$ cat src/sv/bctd_pkg.sv
// Package for the BC1/BC2/BC3 block decoder: payload structs, format codes,
// pipeline stage records and the constant dividers. No dependencies.
`default_nettype none

package bctd_pkg;

    typedef enum logic [1:0] {
        FMT_DXT1  = 2'd0,
        FMT_DXT1A = 2'd1,
        FMT_DXT3  = 2'd2,
        FMT_DXT5  = 2'd3
    } fmt_t;

    typedef struct packed {
        logic [63:0] block_low;
        logic [63:0] block_high;
    } in_t;

    typedef struct packed {
        logic [1:0]  row_index;
        logic [31:0] texel_0;
        logic [31:0] texel_1;
        logic [31:0] texel_2;
        logic [31:0] texel_3;
        logic        last_row;
    } out_t;

    // endpoints expanded, weighted sums formed
    typedef struct packed {
        fmt_t              fmt;
        logic [63:0]       lo;
        logic [31:0]       idx;
        logic [2:0][7:0]   p0;
        logic [2:0][7:0]   p1;
        logic              four;
        logic [2:0][9:0]   sum2;
        logic [2:0][9:0]   sum3;
        logic [7:0]        a0;
        logic [7:0]        a1;
        logic              agt;
        logic [5:0][10:0]  asum;
    } st2_t;

    // full palettes, ready for row emission
    typedef struct packed {
        fmt_t              fmt;
        logic [63:0]       lo;
        logic [31:0]       idx;
        logic [3:0][23:0]  pal;
        logic              three;
        logic [7:0][7:0]   alpha;
    } st3_t;

    localparam logic [9:0]  DIV3_MUL   = 10'd683;
    localparam int          DIV3_SHIFT = 11;
    localparam logic [11:0] DIV5_MUL   = 12'd3277;
    localparam logic [11:0] DIV7_MUL   = 12'd2341;
    localparam int          DIV57_SHIFT = 14;

    // floor(s/3) for s <= 765
    function automatic logic [7:0] div3(input logic [9:0] s);
        logic [19:0] prod;
        prod = 20'(s) * 20'(DIV3_MUL);
        return prod[DIV3_SHIFT +: 8];
    endfunction

    // floor(s/5) for s <= 1275
    function automatic logic [7:0] div5(input logic [10:0] s);
        logic [21:0] prod;
        prod = 22'(s) * 22'(DIV5_MUL);
        return prod[DIV57_SHIFT +: 8];
    endfunction

    // floor(s/7) for s <= 1785
    function automatic logic [7:0] div7(input logic [10:0] s);
        logic [21:0] prod;
        prod = 22'(s) * 22'(DIV7_MUL);
        return prod[DIV57_SHIFT +: 8];
    endfunction

endpackage

`default_nettype wire

$ cat src/sv/bc_texture_block_decoder_top.sv
// BC1/BC2/BC3 (DXT1/DXT3/DXT5) 4x4 block decoder, top level.
// Depends on bctd_pkg.
//
// Usage:
//  - s_valid/s_ready/s_data: one compressed block per request, block bytes
//    0..7 in block_low and 8..15 in block_high, both little-endian.
//  - m_valid/m_ready/m_data: four row requests per block, top row first,
//    texels packed R[7:0] G[15:8] B[23:16] A[31:24]; last_row marks row 3.
//  - cfg_valid/cfg_ready/cfg_data: block_format register, always ready.
//    Write it only while no block is in flight; each block samples it on
//    entry.
//  - Throughput: the output register emits one row per cycle while m_ready is
//    high, four rows per block. Two more blocks buffer in the upper stages.
//  - Pipeline: entry register, endpoint expand and weighted sums, constant
//    dividers into the palette, then row select into the output register.
//  - Stall: while m_ready is low the output row holds, the stages fill, and
//    s_ready drops once the entry stage is occupied. Nothing is dropped.
//  - Reset (aresetn low, synchronous): all stages empty, row counter at the
//    top row, block_format back to DXT1.
`default_nettype none

module bc_texture_block_decoder_top (
    input  wire logic          aclk,
    input  wire logic          aresetn,
    input  wire logic          cfg_valid,
    output      logic          cfg_ready,
    input  wire logic [1:0]    cfg_data,
    input  wire logic          s_valid,
    output      logic          s_ready,
    input  wire bctd_pkg::in_t s_data,
    output      logic          m_valid,
    input  wire logic          m_ready,
    output      bctd_pkg::out_t m_data
);
    import bctd_pkg::*;

    fmt_t        fmt_reg;

    logic        s1_valid_reg;
    fmt_t        s1_fmt_reg;
    logic [63:0] s1_lo_reg;
    logic [63:0] s1_hi_reg;

    logic        s2_valid_reg;
    st2_t        s2_reg;
    st2_t        s2_next;

    logic        s3_valid_reg;
    st3_t        s3_reg;
    st3_t        s3_next;

    logic [1:0]  row_reg;
    logic        m_valid_reg;
    out_t        m_data_reg;
    out_t        m_data_next;

    logic        s1_take;
    logic        s2_take;
    logic        s3_take;
    logic        out_load;

    assign cfg_ready = 1'b1;

    always_ff @(posedge aclk) begin
        if (!aresetn) begin
            fmt_reg <= FMT_DXT1;
        end else if (cfg_valid) begin
            fmt_reg <= fmt_t'(cfg_data);
        end
    end

    // stage advance
    assign out_load = s3_valid_reg && (!m_valid_reg || m_ready);
    assign s3_take  = !s3_valid_reg || (out_load && row_reg == 2'd3);
    assign s2_take  = !s2_valid_reg || s3_take;
    assign s1_take  = !s1_valid_reg || s2_take;
    assign s_ready  = s1_take;

    // stage 1: entry register
    always_ff @(posedge aclk) begin
        if (!aresetn) begin
            s1_valid_reg <= 1'b0;
        end else if (s1_take) begin
            s1_valid_reg <= s_valid;
        end
    end

    always_ff @(posedge aclk) begin
        if (s1_take && s_valid) begin
            s1_fmt_reg <= fmt_reg;
            s1_lo_reg  <= s_data.block_low;
            s1_hi_reg  <= s_data.block_high;
        end
    end

    // stage 1 -> 2: expand endpoints, form weighted sums
    always_comb begin
        logic        is_dxt1;
        logic [63:0] color;
        logic [15:0] c0;
        logic [15:0] c1;
        logic [10:0] sgt;
        logic [10:0] sle;
        is_dxt1 = (s1_fmt_reg == FMT_DXT1) || (s1_fmt_reg == FMT_DXT1A);
        color   = is_dxt1 ? s1_lo_reg : s1_hi_reg;
        c0      = color[15:0];
        c1      = color[31:16];
        s2_next.fmt  = s1_fmt_reg;
        s2_next.lo   = s1_lo_reg;
        s2_next.idx  = color[63:32];
        s2_next.p0[0] = {c0[15:11], c0[15:13]};
        s2_next.p0[1] = {c0[10:5], c0[10:9]};
        s2_next.p0[2] = {c0[4:0], c0[4:2]};
        s2_next.p1[0] = {c1[15:11], c1[15:13]};
        s2_next.p1[1] = {c1[10:5], c1[10:9]};
        s2_next.p1[2] = {c1[4:0], c1[4:2]};
        s2_next.four = !is_dxt1 || (c0 > c1);
        for (int ch = 0; ch < 3; ch++) begin
            if (s2_next.four) begin
                s2_next.sum2[ch] = {1'b0, s2_next.p0[ch], 1'b0} + 10'(s2_next.p1[ch]);
                s2_next.sum3[ch] = 10'(s2_next.p0[ch]) + {1'b0, s2_next.p1[ch], 1'b0};
            end else begin
                s2_next.sum2[ch] = 10'(s2_next.p0[ch]) + 10'(s2_next.p1[ch]);
                s2_next.sum3[ch] = '0;
            end
        end
        s2_next.a0  = s1_lo_reg[7:0];
        s2_next.a1  = s1_lo_reg[15:8];
        s2_next.agt = s2_next.a0 > s2_next.a1;
        for (int k = 0; k < 6; k++) begin
            sgt = 11'(s2_next.a0) * 11'(6 - k) + 11'(s2_next.a1) * 11'(k + 1);
            sle = 11'(s2_next.a0) * 11'(4 - k) + 11'(s2_next.a1) * 11'(k + 1);
            if (s2_next.agt) begin
                s2_next.asum[k] = sgt;
            end else if (k < 4) begin
                s2_next.asum[k] = sle;
            end else begin
                s2_next.asum[k] = '0;
            end
        end
    end

    always_ff @(posedge aclk) begin
        if (!aresetn) begin
            s2_valid_reg <= 1'b0;
        end else if (s2_take) begin
            s2_valid_reg <= s1_valid_reg;
        end
    end

    always_ff @(posedge aclk) begin
        if (s2_take && s1_valid_reg) begin
            s2_reg <= s2_next;
        end
    end

    // stage 2 -> 3: constant dividers build the palettes
    always_comb begin
        s3_next.fmt   = s2_reg.fmt;
        s3_next.lo    = s2_reg.lo;
        s3_next.idx   = s2_reg.idx;
        s3_next.three = !s2_reg.four;
        s3_next.pal[0] = s2_reg.p0;
        s3_next.pal[1] = s2_reg.p1;
        for (int ch = 0; ch < 3; ch++) begin
            if (s2_reg.four) begin
                s3_next.pal[2][8*ch +: 8] = div3(s2_reg.sum2[ch]);
                s3_next.pal[3][8*ch +: 8] = div3(s2_reg.sum3[ch]);
            end else begin
                s3_next.pal[2][8*ch +: 8] = s2_reg.sum2[ch][8:1];
                s3_next.pal[3][8*ch +: 8] = '0;
            end
        end
        s3_next.alpha[0] = s2_reg.a0;
        s3_next.alpha[1] = s2_reg.a1;
        for (int k = 0; k < 6; k++) begin
            if (s2_reg.agt) begin
                s3_next.alpha[k + 2] = div7(s2_reg.asum[k]);
            end else if (k < 4) begin
                s3_next.alpha[k + 2] = div5(s2_reg.asum[k]);
            end else if (k == 4) begin
                s3_next.alpha[k + 2] = 8'd0;
            end else begin
                s3_next.alpha[k + 2] = 8'd255;
            end
        end
    end

    always_ff @(posedge aclk) begin
        if (!aresetn) begin
            s3_valid_reg <= 1'b0;
        end else if (s3_take) begin
            s3_valid_reg <= s2_valid_reg;
        end
    end

    always_ff @(posedge aclk) begin
        if (s3_take && s2_valid_reg) begin
            s3_reg <= s3_next;
        end
    end

    // stage 3 -> output: one row of texels per cycle while the output is not stalled
    always_comb begin
        logic [3:0]       ti;
        logic [4:0]       off_idx;
        logic [5:0]       off_nib;
        logic [5:0]       off_acode;
        logic [1:0]       sel;
        logic [3:0]       nib;
        logic [2:0]       acode;
        logic [7:0]       a;
        logic [3:0][31:0] tex;
        for (int c = 0; c < 4; c++) begin
            ti        = {row_reg, 2'(c)};
            off_idx   = {ti, 1'b0};
            off_nib   = {ti, 2'b00};
            off_acode = 6'd16 + {1'b0, ti, 1'b0} + 6'(ti);
            sel       = s3_reg.idx[off_idx +: 2];
            nib       = s3_reg.lo[off_nib +: 4];
            acode     = s3_reg.lo[off_acode +: 3];
            case (s3_reg.fmt)
                FMT_DXT3: a = {nib, nib};
                FMT_DXT5: a = s3_reg.alpha[acode];
                default:  a = (s3_reg.three && sel == 2'd3) ? 8'd0 : 8'd255;
            endcase
            tex[c] = {a, s3_reg.pal[sel]};
        end
        m_data_next.row_index = row_reg;
        m_data_next.texel_0   = tex[0];
        m_data_next.texel_1   = tex[1];
        m_data_next.texel_2   = tex[2];
        m_data_next.texel_3   = tex[3];
        m_data_next.last_row  = (row_reg == 2'd3);
    end

    always_ff @(posedge aclk) begin
        if (!aresetn) begin
            m_valid_reg <= 1'b0;
            row_reg     <= 2'd0;
        end else begin
            if (out_load) begin
                m_valid_reg <= 1'b1;
                row_reg     <= row_reg + 2'd1;
            end else if (m_ready) begin
                m_valid_reg <= 1'b0;
            end
        end
    end

    always_ff @(posedge aclk) begin
        if (out_load) begin
            m_data_reg <= m_data_next;
        end
    end

    assign m_valid = m_valid_reg;
    assign m_data  = m_data_reg;

    // a block is mid-emission only while stage 3 still holds it
    a_row_needs_block: assert property (@(posedge aclk) disable iff (!aresetn)
        row_reg != 2'd0 |-> s3_valid_reg)
        else $error("row counter advanced without a block in stage 3");

    a_block_kept: assert property (@(posedge aclk) disable iff (!aresetn)
        out_load && row_reg != 2'd3 |=> s3_valid_reg && $stable(s3_reg))
        else $error("block left stage 3 before its last row");

    a_last_row: assert property (@(posedge aclk) disable iff (!aresetn)
        m_valid_reg |-> (m_data_reg.last_row == (m_data_reg.row_index == 2'd3)))
        else $error("last_row flag does not match row index");

endmodule

`default_nettype wire

$ cat config.mk
export PLATFORM = sky130hd
export DESIGN_NAME = bc_texture_block_decoder_top
export DESIGN_NICKNAME = d
export VERILOG_FILES = /design/src/sv/bctd_pkg.sv /design/src/sv/bc_texture_block_decoder_top.sv
export SDC_FILE = /design/constraint.sdc
export NUM_CORES = 2
export LEC_CHECK = 0
export BUFFER_PORTS_ARGS = -buffer_cell sky130_fd_sc_hd__clkbuf_2
export CORE_UTILIZATION = 35
export CTS_CLUSTER_DIAMETER = 80
export DETAILED_ROUTE_END_ITERATION = 8
export PLACE_DENSITY = 0.49
export SYNTH_ARGS = -nofsm -noshare
export SYNTH_HDL_FRONTEND = slang
export SYNTH_SLANG_ARGS = --single-unit
export TNS_END_PERCENT = 1
$ cat constraint.sdc
create_clock -name aclk -period 27.3 [get_ports aclk]
set_input_delay 2.73 -clock aclk [delete_from_list [all_inputs] [get_ports aclk]]
set_output_delay 2.73 -clock aclk [all_outputs]
set_load 0.03 [all_outputs]
==> impl_metrics.py <==
metrics = {
    "global_routing": {
        "grt-busiest-layer": "met2",
        "track_usage": 0.1852,
        "met1_usage": 0.2454,
        "antenna_found_initial": 11,
        "grt_max_degree": 82,
        "grt_pass1_wl_um": 256900,
        "gr-total-overflow": 0,
        "met3_usage": 0.02506,
        "grt_pass1_vias": 41940,
        "met2_usage": 0.3035,
    },
    "clocking": {
        "clock_latency_ns": 0.74,
        "clk_pin_slew_ns": 0.06,
        "cts_buffers": 91,
        "root_buffer": "clkbuf_16",
        "postCtsHoldBufs": 0,
        "clockBufferDepth": 3,
        "cts_tree": "built",
        "post_cts_buffers": 0,
        "cts-resized-gates": 0,
        "htreeDepth": 3,
        "clock_sinks": 750,
    },
    "worst_setup_path": {
        "cp.required_ns": 24.57,
        "cp.arrival_ns": 4.06,
        "critical_path.max_fanout": 6,
        "critPathKind": "in -> out",
        "worstReg2RegStart": "s2_reg[131]",
        "cp-startpoint": "m_ready",
        "cp-start-kind": "input port",
        "worstSetupEndpointType": "output port",
    },
    "synthesis": {
        "avgSynthCellArea_um2": 12.05,
        "ys_async_sr_fraction": 0,
        "synthTopCellsByCount": "ha_1 (1147), inv_1 (949), edfxtp_1 (742)",
        "synth_seq_cells": 750,
        "synth_top_area_cell": "edfxtp_1",
        "ys_seq_area_frac": 0.3512,
        "synth_ff_type": "edfxtp_1",
        "ys_warn_count": 0,
        "synth_edf_count": 742,
        "synth_area_um2": 63900,
        "syn_inst": 5305,
        "synth_fa_ha_area_frac": 0.3386,
        "synth_nets": 6951,
        "synth_cell_types": 77,
        "synth_mux_area_frac": 0.09017,
        "synthXorXnorAreaFrac": 0.03550,
        "synth_most_common_cell": "ha_1",
        "synthSimpleGateAreaFrac": 0.04249,
        "synth_compound_area_frac": 0.07762,
        "synth_area_leaders": "edfxtp_1 (35%), ha_1 (22%), fa_1 (11%)",
        "synth_top_area_share": 0.3487,
        "synth_top_family_by_area": "adder cells",
    },
    "status": {
        "status": "completed",
    },
    "routing": {
        "drtAntennaViolNets": 0,
        "drtPass1Iterations": 5,
        "routed_via_density": 4.995,
        "drtIter0Drc": 2195,
        "wl_um": 170300,
        "vias": 40250,
        "drcViolationCount": 0,
        "wl_per_cell_um": 21.14,
    },
    "finish": {
        "largest_reg_flops": 254,
        "drive_gt1_frac": 0.1168,
        "fin_nets": 7259,
        "area_delta_synth_final_pct": 11.45,
    },
    "floorplanning": {
        "die_y_um": 429.3,
        "rows": 156,
        "pin_count": 269,
        "die-area_um2": 184300,
        "die_x_um": 429.3,
        "core_area_um2": 181100,
        "start_util": 0.3528,
    },
    "sta": {
        "finalHoldViolations": 0,
        "worst_pin_slew_ns": 1.096,
        "slew_headroom": 0.2692,
        "setup_viol": 0,
        "clock_skew_ns": 0.09072,
        "timing.final.crit_share": 0.2487,
        "maxSlewViolCount": 0,
        "timing.setup.tns_ns": 0,
        "max_freq_ghz": 0.1473,
        "whs_ns": 0.3751,
        "finalCriticalPeriod_ns": 6.791,
        "rsz0062_at_grt": "no",
    },
    "power_and_ir_drop": {
        "internal_power_mw": 3.890,
        "vdd_drop_max_uv": 127.8,
        "p_clk_frac": 0.181,
        "p_per_area_nw_per_um2": 95.28,
        "power_switching_mw": 2.895,
        "pwr-share-seq": 0.233,
        "swShare": 0.4267,
        "p_comb_frac": 0.586,
        "leakage_nw": 32.71,
    },
    "placed_design": {
        "dp_hpwl_um": 135700,
        "portBuffers": 267,
        "place.gp.congestion": 0.8651,
    },
    "run": {
        "drv_cap": 0,
    },
    "hold_path": {
        "hold_class": "reg -> reg",
        "hp-start": "s2_reg[279]",
    },
}
-- critical path: stages --
cell and delay (ns):
clkbuf_2 0.07, nand2b_1 0.16, a21oi_1 0.68, nand3_1 0.19
clkbuf_2 0.22
-- power by group through the flow --
stage / Sequential [mW] / Clock (mW) / Combinational [mW]
2_1_floorplan: 1.58 / 0 / 2.98
3_3_place_gp: 1.60 / 0 / 3.97
3_5_place_dp: 1.60 / 0 / 4.00
4_1_cts: 1.58 / 1.26 / 4.05
5_1_grt: 1.59 / 1.30 / 4.63
6_report: 1.58 / 1.23 / 3.98
-- area by class of cell --
cell class / count / area (um2)
clock inverter: 55 / 700.7
clock buffer: 111 / 2352
tap: 2370 / 2965
sequential: 750 / 22450
antenna: 1 / 2.502
fill: 17390 / 109900
inverter: 951 / 3575
multi-input combinational: 3496 / 37420
timing repair buffer: 323 / 1757
-- cell families (layout without fill, tap and decap cells) --
kind of cell / count (synthesis) / after routing
multiplexers: 389 / 389
AO/OA/AOI/OAI: 779 / 779
flip-flops: 750 / 750
XOR/XNOR: 259 / 259
buffers and inverters: 1059 / 1440
other: 1 / 2
adder cells (fa/ha/maj): 1511 / 1511
AND/OR/NAND/NOR: 557 / 557
-- through the flow --
step	setup WS [ns]	util	power, mW	instance area [um2]	instances
final	20.51	0.3932	6.786	71210	8057
after global routing	20.39	0.3931	7.521	71210	8056
after CTS	20.49	0.3931	6.900	71210	8056
after detailed placement	20.49	0.3763	5.609	68160	7890
after global placement	20.50	0.3763	5.579	68160	7890
after floorplan	4.765	-	4.558	63900	5305
-- layer usage --
metal  part of all wire  vias up
met5            0.00012        -
met4              0.044        4
met3              0.036      228
met2               0.47      772
met1               0.45    19770
li1                   -    19470
-- final timing paths --
path                                    end  slack, ns  cells past startpoint
worst max register to register  s3_reg[128]      21.31                     18
worst min register to register  s3_reg[248]       0.38                      0
worst max-delay path                s_ready      20.51                      5
worst min-delay path            s3_reg[248]       0.38                      0
-- layout by cell type, fill, tap and decap left out, types with 20 or more instances in the layout --
cell type / Yosys / final
mux2i_1: 193 / 192
nand2_1: 121 / 121
a21o_1: 100 / 100
ha_1: 1147 / 1146
clkbuf_2: 0 / 267
clkbuf_1: 49 / 20
nor2b_1: 69 / 68
a21oi_1: 287 / 287
edfxtp_1: 742 / 742
nor3_1: 56 / 56
fa_1: 364 / 364
xnor2_1: 176 / 176
o21a_1: 27 / 27
xor2_1: 83 / 83
nor2_1: 153 / 153
nand3_1: 46 / 46
mux2_2: 55 / 55
buf_4: 5 / 56
mux4_2: 125 / 125
a211oi_1: 56 / 56
inv_1: 949 / 948
o21ai_0: 109 / 106
o21bai_1: 44 / 44
clkbuf_16: 0 / 91
Note: power is estimated with default switching activity, not from simulation.
